==> config.mk <==
export PLATFORM = sky130hd
export DESIGN_NAME = modular_exponentiation
export DESIGN_NICKNAME = d
export VERILOG_FILES = /design/src/rtl/mexp_pkg.sv /design/src/rtl/mexp_mulmod.sv /design/src/rtl/mexp_seq.sv /design/src/rtl/modular_exponentiation.sv
export SDC_FILE = /design/constraint.sdc
export NUM_CORES = 1
export LEC_CHECK = 0
export BUFFER_PORTS_ARGS = -buffer_cell sky130_fd_sc_hd__buf_2
export CORE_MARGIN = 2
export CORE_UTILIZATION = 50
export DETAILED_ROUTE_END_ITERATION = 8
export GPL_TIMING_DRIVEN = 0
export HOLD_SLACK_MARGIN = 0.03
export PLACE_DENSITY = 0.68
export RECOVER_POWER = 100
export SLEW_MARGIN = 10
export SYNTH_ARGS = -nofsm -noshare
export SYNTH_HDL_FRONTEND = slang
export SYNTH_HIERARCHICAL = 1
export SYNTH_SLANG_ARGS = --single-unit
==> constraint.sdc <==
create_clock -name i_clk -period 19.1 [get_ports i_clk]
set_input_delay 3.82 -clock i_clk [delete_from_list [all_inputs] [get_ports i_clk]]
set_output_delay 3.82 -clock i_clk [all_outputs]
set_load 0.03 [all_outputs]
==> src/rtl/mexp_pkg.sv <==
// Shared types for the modular exponentiation block: microcode word, control
// and status bundles, sequencer states and the microprogram ROM.
// No dependencies.
`timescale 1ns / 1ps

package mexp_pkg;

    localparam int PC_W = 3;

    typedef enum logic [2:0] {
        OP_MUL,
        OP_NEG,
        OP_JZ,
        OP_LOOP,
        OP_DONE
    } t_op;

    typedef enum logic {
        A_ACC,
        A_SQ
    } t_asel;

    typedef enum logic {
        B_MAG,
        B_SQ
    } t_bsel;

    typedef enum logic {
        D_ACC,
        D_SQ
    } t_dst;

    typedef enum logic [1:0] {
        SQ_IDLE,
        SQ_RUN,
        SQ_WAIT
    } t_seq_state;

    typedef struct packed {
        t_op              op;
        t_asel            a_sel;
        t_bsel            b_sel;
        t_dst             dst;
        logic [PC_W-1:0]  target;
    } t_uword;

    typedef struct packed {
        logic   mul_go;
        t_asel  a_sel;
        t_bsel  b_sel;
        logic   wr_en;
        t_dst   dst;
        logic   neg_fix;
        logic   e_shift;
        logic   done;
    } t_ctrl;

    typedef struct packed {
        logic   mul_done;
        logic   ebit;
    } t_stat;

    // Microprogram step addresses
    localparam logic [PC_W-1:0] PC_REDUCE = 3'd0;
    localparam logic [PC_W-1:0] PC_NEG    = 3'd1;
    localparam logic [PC_W-1:0] PC_SCAN   = 3'd2;
    localparam logic [PC_W-1:0] PC_MULACC = 3'd3;
    localparam logic [PC_W-1:0] PC_SQUARE = 3'd4;
    localparam logic [PC_W-1:0] PC_LOOP   = 3'd5;
    localparam logic [PC_W-1:0] PC_DONE   = 3'd6;

    function automatic t_uword rom(input logic [PC_W-1:0] pc);
        t_uword w;
        w = '{op: OP_DONE, a_sel: A_ACC, b_sel: B_SQ, dst: D_ACC, target: PC_DONE};
        unique case (pc)
            // base magnitude mod m: 1 times mag through the multiplier
            PC_REDUCE: w = '{op: OP_MUL,  a_sel: A_ACC, b_sel: B_MAG, dst: D_SQ,
                             target: PC_NEG};
            PC_NEG:    w = '{op: OP_NEG,  a_sel: A_ACC, b_sel: B_SQ,  dst: D_SQ,
                             target: PC_SCAN};
            // skip the multiply when the exponent bit is clear
            PC_SCAN:   w = '{op: OP_JZ,   a_sel: A_ACC, b_sel: B_SQ,  dst: D_ACC,
                             target: PC_SQUARE};
            PC_MULACC: w = '{op: OP_MUL,  a_sel: A_ACC, b_sel: B_SQ,  dst: D_ACC,
                             target: PC_SQUARE};
            PC_SQUARE: w = '{op: OP_MUL,  a_sel: A_SQ,  b_sel: B_SQ,  dst: D_SQ,
                             target: PC_LOOP};
            PC_LOOP:   w = '{op: OP_LOOP, a_sel: A_ACC, b_sel: B_SQ,  dst: D_ACC,
                             target: PC_SCAN};
            default:   w = '{op: OP_DONE, a_sel: A_ACC, b_sel: B_SQ,  dst: D_ACC,
                             target: PC_DONE};
        endcase
        return w;
    endfunction

endpackage

==> src/rtl/mexp_mulmod.sv <==
// Bit-serial modular multiplier: r = a * b mod m, one bit of b per cycle,
// most significant first. Uses mexp_pkg-free plain ports.
`timescale 1ns / 1ps

module mexp_mulmod #(
    parameter int WIDTH = 32
) (
    input  logic             i_clk,
    input  logic             i_rst_n,
    input  logic             i_go,
    input  logic [WIDTH-2:0] i_a,
    input  logic [WIDTH-1:0] i_b,
    input  logic [WIDTH-2:0] i_modulus,
    output logic             o_done,
    output logic [WIDTH-2:0] o_result
);

    localparam int CNT_W = $clog2(WIDTH);

    logic             r_busy;
    logic             r_done;
    logic [CNT_W-1:0] r_cnt;
    logic [WIDTH-2:0] r_a;
    logic [WIDTH-1:0] r_b;
    logic [WIDTH-2:0] r_r;

    logic [WIDTH-1:0] m_ext;
    logic [WIDTH-1:0] dbl;
    logic [WIDTH-1:0] red1;
    logic [WIDTH-1:0] sum;
    logic [WIDTH-1:0] red2;

    always_comb begin
        m_ext = {1'b0, i_modulus};
        dbl   = {r_r, 1'b0};
        red1  = (dbl >= m_ext) ? dbl - m_ext : dbl;
        sum   = red1 + (r_b[WIDTH-1] ? {1'b0, r_a} : '0);
        red2  = (sum >= m_ext) ? sum - m_ext : sum;
    end

    always_ff @(posedge i_clk) begin
        if (!i_rst_n) begin
            r_busy <= 1'b0;
            r_done <= 1'b0;
            r_cnt  <= '0;
        end else begin
            r_done <= 1'b0;
            if (i_go) begin
                r_busy <= 1'b1;
                r_cnt  <= '0;
            end else if (r_busy) begin
                r_cnt <= r_cnt + 1'b1;
                if (r_cnt == CNT_W'(WIDTH - 1)) begin
                    r_busy <= 1'b0;
                    r_done <= 1'b1;
                end
            end
        end
    end

    always_ff @(posedge i_clk) begin
        if (i_go) begin
            r_a <= i_a;
            r_b <= i_b;
            r_r <= '0;
        end else if (r_busy) begin
            r_r <= red2[WIDTH-2:0];
            r_b <= {r_b[WIDTH-2:0], 1'b0};
        end
    end

    assign o_done   = r_done;
    assign o_result = r_r;

endmodule

==> src/rtl/mexp_seq.sv <==
// Microcoded sequencer: program counter over the ROM in mexp_pkg, loop
// counter over the exponent bits, conditional jumps. Depends on mexp_pkg.
`timescale 1ns / 1ps

module mexp_seq #(
    parameter int WIDTH = 32
) (
    input  logic            i_clk,
    input  logic            i_rst_n,
    input  logic            i_go,
    input  mexp_pkg::t_stat i_stat,
    output mexp_pkg::t_ctrl o_ctrl,
    output logic            o_busy
);

    localparam int ITW = $clog2(WIDTH - 1);

    mexp_pkg::t_seq_state        r_state;
    mexp_pkg::t_seq_state        n_state;
    logic [mexp_pkg::PC_W-1:0]   r_pc;
    logic [mexp_pkg::PC_W-1:0]   n_pc;
    logic [ITW-1:0]              r_iter;
    logic [ITW-1:0]              n_iter;
    mexp_pkg::t_uword            uw;
    logic                        last_iter;

    assign uw        = mexp_pkg::rom(r_pc);
    assign last_iter = (r_iter == ITW'(WIDTH - 2));

    // next state, program counter and loop count
    always_comb begin
        n_state = r_state;
        n_pc    = r_pc;
        n_iter  = r_iter;
        unique case (r_state)
            mexp_pkg::SQ_IDLE: begin
                if (i_go) begin
                    n_state = mexp_pkg::SQ_RUN;
                    n_pc    = mexp_pkg::PC_REDUCE;
                    n_iter  = '0;
                end
            end
            mexp_pkg::SQ_RUN: begin
                unique case (uw.op)
                    mexp_pkg::OP_MUL:  n_state = mexp_pkg::SQ_WAIT;
                    mexp_pkg::OP_NEG:  n_pc = r_pc + 1'b1;
                    mexp_pkg::OP_JZ:   n_pc = i_stat.ebit ? r_pc + 1'b1 : uw.target;
                    mexp_pkg::OP_LOOP: begin
                        if (last_iter) begin
                            n_pc = r_pc + 1'b1;
                        end else begin
                            n_pc   = uw.target;
                            n_iter = r_iter + 1'b1;
                        end
                    end
                    mexp_pkg::OP_DONE: n_state = mexp_pkg::SQ_IDLE;
                    default:           n_state = mexp_pkg::SQ_IDLE;
                endcase
            end
            mexp_pkg::SQ_WAIT: begin
                if (i_stat.mul_done) begin
                    n_state = mexp_pkg::SQ_RUN;
                    n_pc    = r_pc + 1'b1;
                end
            end
            default: n_state = mexp_pkg::SQ_IDLE;
        endcase
    end

    // control word to the datapath
    always_comb begin
        o_ctrl.mul_go  = (r_state == mexp_pkg::SQ_RUN) && (uw.op == mexp_pkg::OP_MUL);
        o_ctrl.a_sel   = uw.a_sel;
        o_ctrl.b_sel   = uw.b_sel;
        o_ctrl.dst     = uw.dst;
        o_ctrl.wr_en   = (r_state == mexp_pkg::SQ_WAIT) && i_stat.mul_done;
        o_ctrl.neg_fix = (r_state == mexp_pkg::SQ_RUN) && (uw.op == mexp_pkg::OP_NEG);
        o_ctrl.e_shift = (r_state == mexp_pkg::SQ_RUN) && (uw.op == mexp_pkg::OP_LOOP);
        o_ctrl.done    = (r_state == mexp_pkg::SQ_RUN) && (uw.op == mexp_pkg::OP_DONE);
        o_busy         = (r_state != mexp_pkg::SQ_IDLE);
    end

    always_ff @(posedge i_clk) begin
        if (!i_rst_n) begin
            r_state <= mexp_pkg::SQ_IDLE;
            r_pc    <= mexp_pkg::PC_REDUCE;
            r_iter  <= '0;
        end else begin
            r_state <= n_state;
            r_pc    <= n_pc;
            r_iter  <= n_iter;
        end
    end

endmodule

==> src/rtl/modular_exponentiation.sv <==
// Top level of the modular exponentiation block: operand registers and
// datapath, driven by mexp_seq and using mexp_mulmod. Depends on mexp_pkg.
//
//  channel   | ports                                   | handshake
//  ----------+-----------------------------------------+----------------------
//  command   | i_base, i_exponent, i_modulus           | start high, busy low
//  result    | o_power_mod                             | o_strobe, one cycle
//
// The time from accept to the strobe is set by the bit-serial multiplier and
// grows with the count of one bits in the exponent, since each one bit adds
// a product to the squaring done for every exponent bit.
// Reset is synchronous and active low; it returns the sequencer to idle.
// The result strobe is high for one cycle and cannot be stalled; a new
// command may be taken in that same cycle.
`timescale 1ns / 1ps

module modular_exponentiation #(
    parameter int WIDTH = 32
) (
    input  logic                    i_clk,
    input  logic                    i_rst_n,
    input  logic                    start,
    output logic                    busy,
    input  logic signed [WIDTH-1:0] i_base,
    input  logic        [WIDTH-2:0] i_exponent,
    input  logic        [WIDTH-2:0] i_modulus,
    output logic                    o_strobe,
    output logic        [WIDTH-2:0] o_power_mod
);

    logic [WIDTH-2:0] r_m;
    logic [WIDTH-2:0] r_e;
    logic [WIDTH-2:0] r_acc;
    logic [WIDTH-2:0] r_sq;
    logic [WIDTH-1:0] r_mag;
    logic             r_neg;
    logic [WIDTH-2:0] r_res;
    logic             r_strobe;

    mexp_pkg::t_ctrl  ctrl;
    mexp_pkg::t_stat  stat;
    logic             accept;
    logic [WIDTH-2:0] mul_a;
    logic [WIDTH-1:0] mul_b;
    logic             mul_done;
    logic [WIDTH-2:0] mul_res;
    logic [WIDTH-1:0] base_mag;

    assign accept   = start && !busy;
    assign base_mag = i_base[WIDTH-1] ? (~i_base + 1'b1) : i_base;

    always_comb begin
        mul_a = (ctrl.a_sel == mexp_pkg::A_SQ) ? r_sq : r_acc;
        mul_b = (ctrl.b_sel == mexp_pkg::B_MAG) ? r_mag : {1'b0, r_sq};
        stat.mul_done = mul_done;
        stat.ebit     = r_e[0];
    end

    mexp_seq #(
        .WIDTH (WIDTH)
    ) u_seq (
        .i_clk   (i_clk),
        .i_rst_n (i_rst_n),
        .i_go    (accept),
        .i_stat  (stat),
        .o_ctrl  (ctrl),
        .o_busy  (busy)
    );

    mexp_mulmod #(
        .WIDTH (WIDTH)
    ) u_mul (
        .i_clk     (i_clk),
        .i_rst_n   (i_rst_n),
        .i_go      (ctrl.mul_go),
        .i_a       (mul_a),
        .i_b       (mul_b),
        .i_modulus (r_m),
        .o_done    (mul_done),
        .o_result  (mul_res)
    );

    always_ff @(posedge i_clk) begin
        if (accept) begin
            r_m   <= i_modulus;
            r_e   <= i_exponent;
            r_mag <= base_mag;
            r_neg <= i_base[WIDTH-1];
            // 1 mod m: zero when the modulus is one (or zero)
            r_acc <= (i_modulus > (WIDTH-1)'(1)) ? (WIDTH-1)'(1) : '0;
        end else begin
            if (ctrl.wr_en && ctrl.dst == mexp_pkg::D_ACC) begin
                r_acc <= mul_res;
            end
            if (ctrl.wr_en && ctrl.dst == mexp_pkg::D_SQ) begin
                r_sq <= mul_res;
            end else if (ctrl.neg_fix && r_neg && r_sq != '0) begin
                r_sq <= r_m - r_sq;
            end
            if (ctrl.e_shift) begin
                r_e <= {1'b0, r_e[WIDTH-2:1]};
            end
        end
        if (ctrl.done) begin
            r_res <= r_acc;
        end
    end

    always_ff @(posedge i_clk) begin
        if (!i_rst_n) begin
            r_strobe <= 1'b0;
        end else begin
            r_strobe <= ctrl.done;
        end
    end

    assign o_strobe    = r_strobe;
    assign o_power_mod = r_res;

`ifndef SYNTHESIS
    a_accept_busy: assert property (@(posedge i_clk) disable iff (!i_rst_n)
        accept |=> busy)
        else $error("accepted command did not raise busy");

    a_result_range: assert property (@(posedge i_clk) disable iff (!i_rst_n)
        (o_strobe && r_m != '0) |-> (o_power_mod < r_m))
        else $error("result not reduced below modulus");

    a_strobe_single: assert property (@(posedge i_clk) disable iff (!i_rst_n)
        o_strobe |=> !o_strobe)
        else $error("result strobe held for more than one cycle");

    a_go_idle_mul: assert property (@(posedge i_clk) disable iff (!i_rst_n)
        ctrl.mul_go |=> !mul_done)
        else $error("multiplier finished right after being started");
`endif

endmodule
After elaboration in Yosys (flattened, before gate mapping). Cells that the tools add are included.

Add/subtract/negate cells: 8. Order comparisons: 3. Equality and inequality tests: 19. Multiplexer cells: 34. Bitwise operators: 5. Reductions and logical operators: 29.

Operators by type and width (count): $mux 31 (10); $mux 32 (4); $ge 32x31->1 (2); $sub 31x31->31 (2); $pmux 9 s6 (1); $add 32x1->32 const B (1); $add 32x31->32 (1); $not 32->32 (1); $sub 32x31->32 (1); $gt 31x1->1 const B (1); $reduce_bool 31->1 (1); $pmux 3 s3 (2); $mux 5 (3); $eq 3x2->1 const B (4); $mux 3 (4); $reduce_bool 2->1 (6); $add 5x1->5 const B (2); $eq 5x5->1 const B (2); $logic_and 1x1->1 (10); $pmux 5 s2 (1); $eq 3x3->1 const B (3); $ne 2x2->1 const B (4); $reduce_and 4->1 (2); $eq 3x1->1 const B (2); 18 further kinds (28).

Register bits after elaboration: 300. Input bits: 97. Output and inout bits: 33. Word-level logic and storage cells: 116.

Depth between registers and ports, before layout.
Depth after elaboration: 8. Mapped depth: 35. Gate-level depth less buffers: 32.

Cells and area by module. The synthesis kept the hierarchy.

By module, submodules not included: modular_exponentiation (times used 1, cells each 874, area an instance 10028.4 sq um); mexp_mulmod (times used 1, cells each 1066, area an instance 9277.6 sq um); mexp_seq (times used 1, cells each 127, area an instance 999.7 sq um).

Worst setup path before layout. Ideal clock, no wire load.

Kind: input to register. From: input start. To: register r_sq[0] (enable). Library setup time: 595 ps. Arrival: 7467 ps. Required time: 18505 ps. Setup slack: 11037 ps. Stages on the path: 5. Buffers on the path: 2. Path through: nand2b_1 > clkbuf_1 > inv_2 > clkbuf_1 > a21oi_1.

Longest elaborated chain between the ends: 3.

Ends and longest elaborated chain: from (decl) (RTL line modular_exponentiation.sv:22) `input logic start,`; $logic_and 1x1->1 (RTL line modular_exponentiation.sv:49) `assign accept = start && !busy;`; via accept (RTL line modular_exponentiation.sv:42) `logic accept;`; $not 1->1 (no source line); $reduce_and 2->1 (no source line); to (signal assigned) (RTL line modular_exponentiation.sv:96) `r_sq <= mul_res;`; to (signal assigned) (RTL line modular_exponentiation.sv:98) `r_sq <= r_m - r_sq;`; to (decl) (RTL line modular_exponentiation.sv:34) `logic [WIDTH-2:0] r_sq;`.

The timed path passes the listed nets, and every way through them passes these cells. A chain may end at the register's enable or synchronous reset.

Worst setup path after layout.
From: register r_m[1]. To: register u_mul.r_r[19], in the netlist u_mul/o_result[19].

Longest elaborated chain between the ends: 5.

Ends and longest elaborated chain: from (decl) (RTL line modular_exponentiation.sv:31) `logic [WIDTH-2:0] r_m;`; from (signal assigned) (RTL line modular_exponentiation.sv:85) `r_m <= i_modulus;`; $sub 32x31->32 / $ge 32x31->1 (equally long branches) (RTL line mexp_mulmod.sv:36) `red1 = (dbl >= m_ext) ? dbl - m_ext : dbl;`; $mux 32 (RTL line mexp_mulmod.sv:36); $add 32x31->32 (RTL line mexp_mulmod.sv:37) `sum = red1 + (r_b[WIDTH-1] ? {1'b0, r_a} : '0);`; $sub 31x31->31 / $ge 32x31->1 (equally long branches) (RTL line mexp_mulmod.sv:38) `red2 = (sum >= m_ext) ? sum - m_ext : sum;`; $mux 31 * (RTL line mexp_mulmod.sv:38); to (signal assigned) (RTL line mexp_mulmod.sv:67) `r_r <= red2[WIDTH-2:0];`; to (decl) (RTL line mexp_mulmod.sv:25) `logic [WIDTH-2:0] r_r;`.

Every way passes the cells marked *; elsewhere a longest branch is shown, timed or not.

==> summary.txt <==
status: finished, violations left
failing checks: capacitance limit, slew limit
Synth area leader: edfxtp_1
Core ar.: 0.03991 sq mm
post-synth top area share: 0.3712
GRT overflow: 0
commonest register cell after synthesis: edfxtp_1
Hold Crit Class: flop to flop
number of global-route vias before repair: 16,020
global-route wire length before repair: 92,440 um
largest net degree at the start of global routing: 55
Yosys warning count: 6
multi-input logic area: 0.01089 sq mm
sum of negative setup slack: 0 ns
count of state elements after synthesis: 300
max_cap viols: 5
CP startpoint kind: flop
# DRC: 0
top-count cell post-synth: edfxtp_1
final worst path period share: 0.5910
die height: 205.5 um
CP Buf/Inv Count: 5
GPL Wtd Cong: 0.9943
CP arrival: 11.63 ns
P&R area growth vs syn: 11.05%
TritonCTS clock tree: yes
Crit. End Element: flop
Post-Syn Area: 0.02031 sq mm
CTS hold repair buffers: 0
WHS Path Cells: 0
First-pass DRT Iterations: 5
initial core utilization: 0.5087
commonest cells in the netlist: edfxtp_1 (251), nand2_1 (210), a21oi_1 (148)
share of cells above drive strength 1: 0.1063
most used cell, CP: clkbuf_1
Mapped Nets: 2,305
Reg area: 0.008518 sq mm
critical path required time: 19.44 ns
antenna viol nets, final: 0
worst slew pin tran: 3.080 ns
DP HPWL: 48,460 um
routed len/inst: 21.77 um
die area: 0.04224 sq mm
CP max FO: 10
Slew Limit Fails: 129
post-CTS resize count: 0
I/O pins: 130
Setup Skew: 0.02819 ns
number of flops mapped to enable cells by yosys: 251
initial antenna violation count: 0
Num Clock Sinks: 300
Max H-tree Level: 2
vias: 16,680
Hold Vio Cnt, Final: 0
CP max stage delay: 1.06 ns
FF-to-FF path depth: 28
minimum clock period: 11.29 ns
sequential fraction of the synthesis area: 0.4195
top cells by area, synth: edfxtp_1 (37%), ha_1 (8.4%), mux2_2 (5.5%)
Die Span X: 205.5 um
FMAX: 0.08859 GHz
Max clock buf depth: 3
gr usage total: 0.2896
CTS Root Cell: clkbuf_16
fin nets: 2,478
unrepaired setup endpoints after global routing: false
Layout fillers: 3,544
Finish-stage setup viols: 0
critical path class: flop to flop
CP delay by family, top: compound AO/OA/AOI/OAI gates
clk slew on worst S/H paths: 0.06 ns
Setup Buffers After CTS: 0
drt initial violations: 1,358
Post-Route WL: 60,820 um
Slew HR: -1.053
CTS Buf Count: 35
clock latency on the worst-skew pair: 0.54 ns
DR vias/cell: 5.972
post-synth cell types: 87
# rows: 73
Worst path depth: 28
Port Buffers: 129
synthesized instance count: 2,067
ys async rst share: 0
CP max-delay cell: a21oi_1
synthesized area per cell: 9.824 sq um
-- sequential cells by signal, summed over array words and instances, names as in the netlist --
name            flops
r_mag              32
u_mul/r_b          32
o_power_mod        31
r_acc              31
r_e                31
r_m                31
r_sq               31
u_mul/o_result     31
u_mul/r_a          31
u_mul/r_cnt         5
u_seq/r_iter        5
u_seq/r_pc          3
u_seq/r_state       2
o_strobe            1
r_neg               1
u_mul/o_done        1
u_mul/r_busy        1
-- cell usage in the layout (no fill, tap or decap), drive strengths merged, types with 10 or more instances in the layout --
| master | n |
|---|---|
| a211oi | 29 |
| a21o | 63 |
| a21oi | 149 |
| a31oi | 18 |
| and2 | 80 |
| and3 | 22 |
| buf | 76 |
| clkbuf | 189 |
| dfxtp | 49 |
| edfxtp | 251 |
| ha | 137 |
| inv | 125 |
| mux2 | 100 |
| mux2i | 19 |
| nand2 | 210 |
| nand2b | 27 |
| nand3 | 38 |
| nand4 | 28 |
| nor2 | 131 |
| nor2b | 20 |
| nor3 | 28 |
| nor4 | 27 |
| o211ai | 10 |
| o21a | 19 |
| o21ai | 96 |
| o21bai | 16 |
| o221ai | 12 |
| o31ai | 17 |
| or3 | 14 |
| xnor2 | 85 |
| xor2 | 37 |
-- cell families after synthesis --
group | share of synthesized area
simple gates | 0.1614
compound gates | 0.1746
flops | 0.4195
buf+inv | 0.03863
fa+ha+maj | 0.08836
xor+xnor | 0.05262
mux | 0.06482
-- worst paths after layout --
path | start | to | slack (ns)
max | r_m[1] | u_mul/o_result[19] | 7.81
min | r_acc[25] | o_power_mod[25] | 0.44
max reg2reg | r_m[1] | u_mul/o_result[19] | 7.81
min reg2reg | r_acc[25] | o_power_mod[25] | 0.44
-- area by class of cell --
class | count | share of cell area
diodes | 1 | 0.0001110
plain buffers | 82 | 0.01404
clock buffers | 47 | 0.04178
clock inverters | 17 | 0.007435
inverters | 121 | 0.02014
multi-input cells | 1564 | 0.4831
flip-flops and latches | 300 | 0.3778
well taps | 525 | 0.02913
repair buffers | 136 | 0.02652
-- stage by stage --
step	instance area (sq um)	hold slack [ns]	std cells	util	setup WS, ns
floorplan	20310	0.4222	2067	-	11.04
global placement	21610	0.4293	2721	0.5414	7.841
finish	22550	0.4363	2793	0.5649	7.812
CTS	22880	0.4413	2792	0.5733	9.427
global route	22550	0.4448	2792	0.5649	7.164
detailed placement	21770	0.4320	2728	0.5455	9.479
-- metal layers --
layer,vias up,track usage,wire length (um)
met2,570,0.4737,28060
li1,7980,-,-
met5,-,0,0
met3,92,0.03944,4068
met4,0,0.08839,1865
met1,8038,0.3994,26820
Power is left out: the tool's default activity adds up to more than one toggle a clock period on the data nets, which glitch-free logic cannot reach.
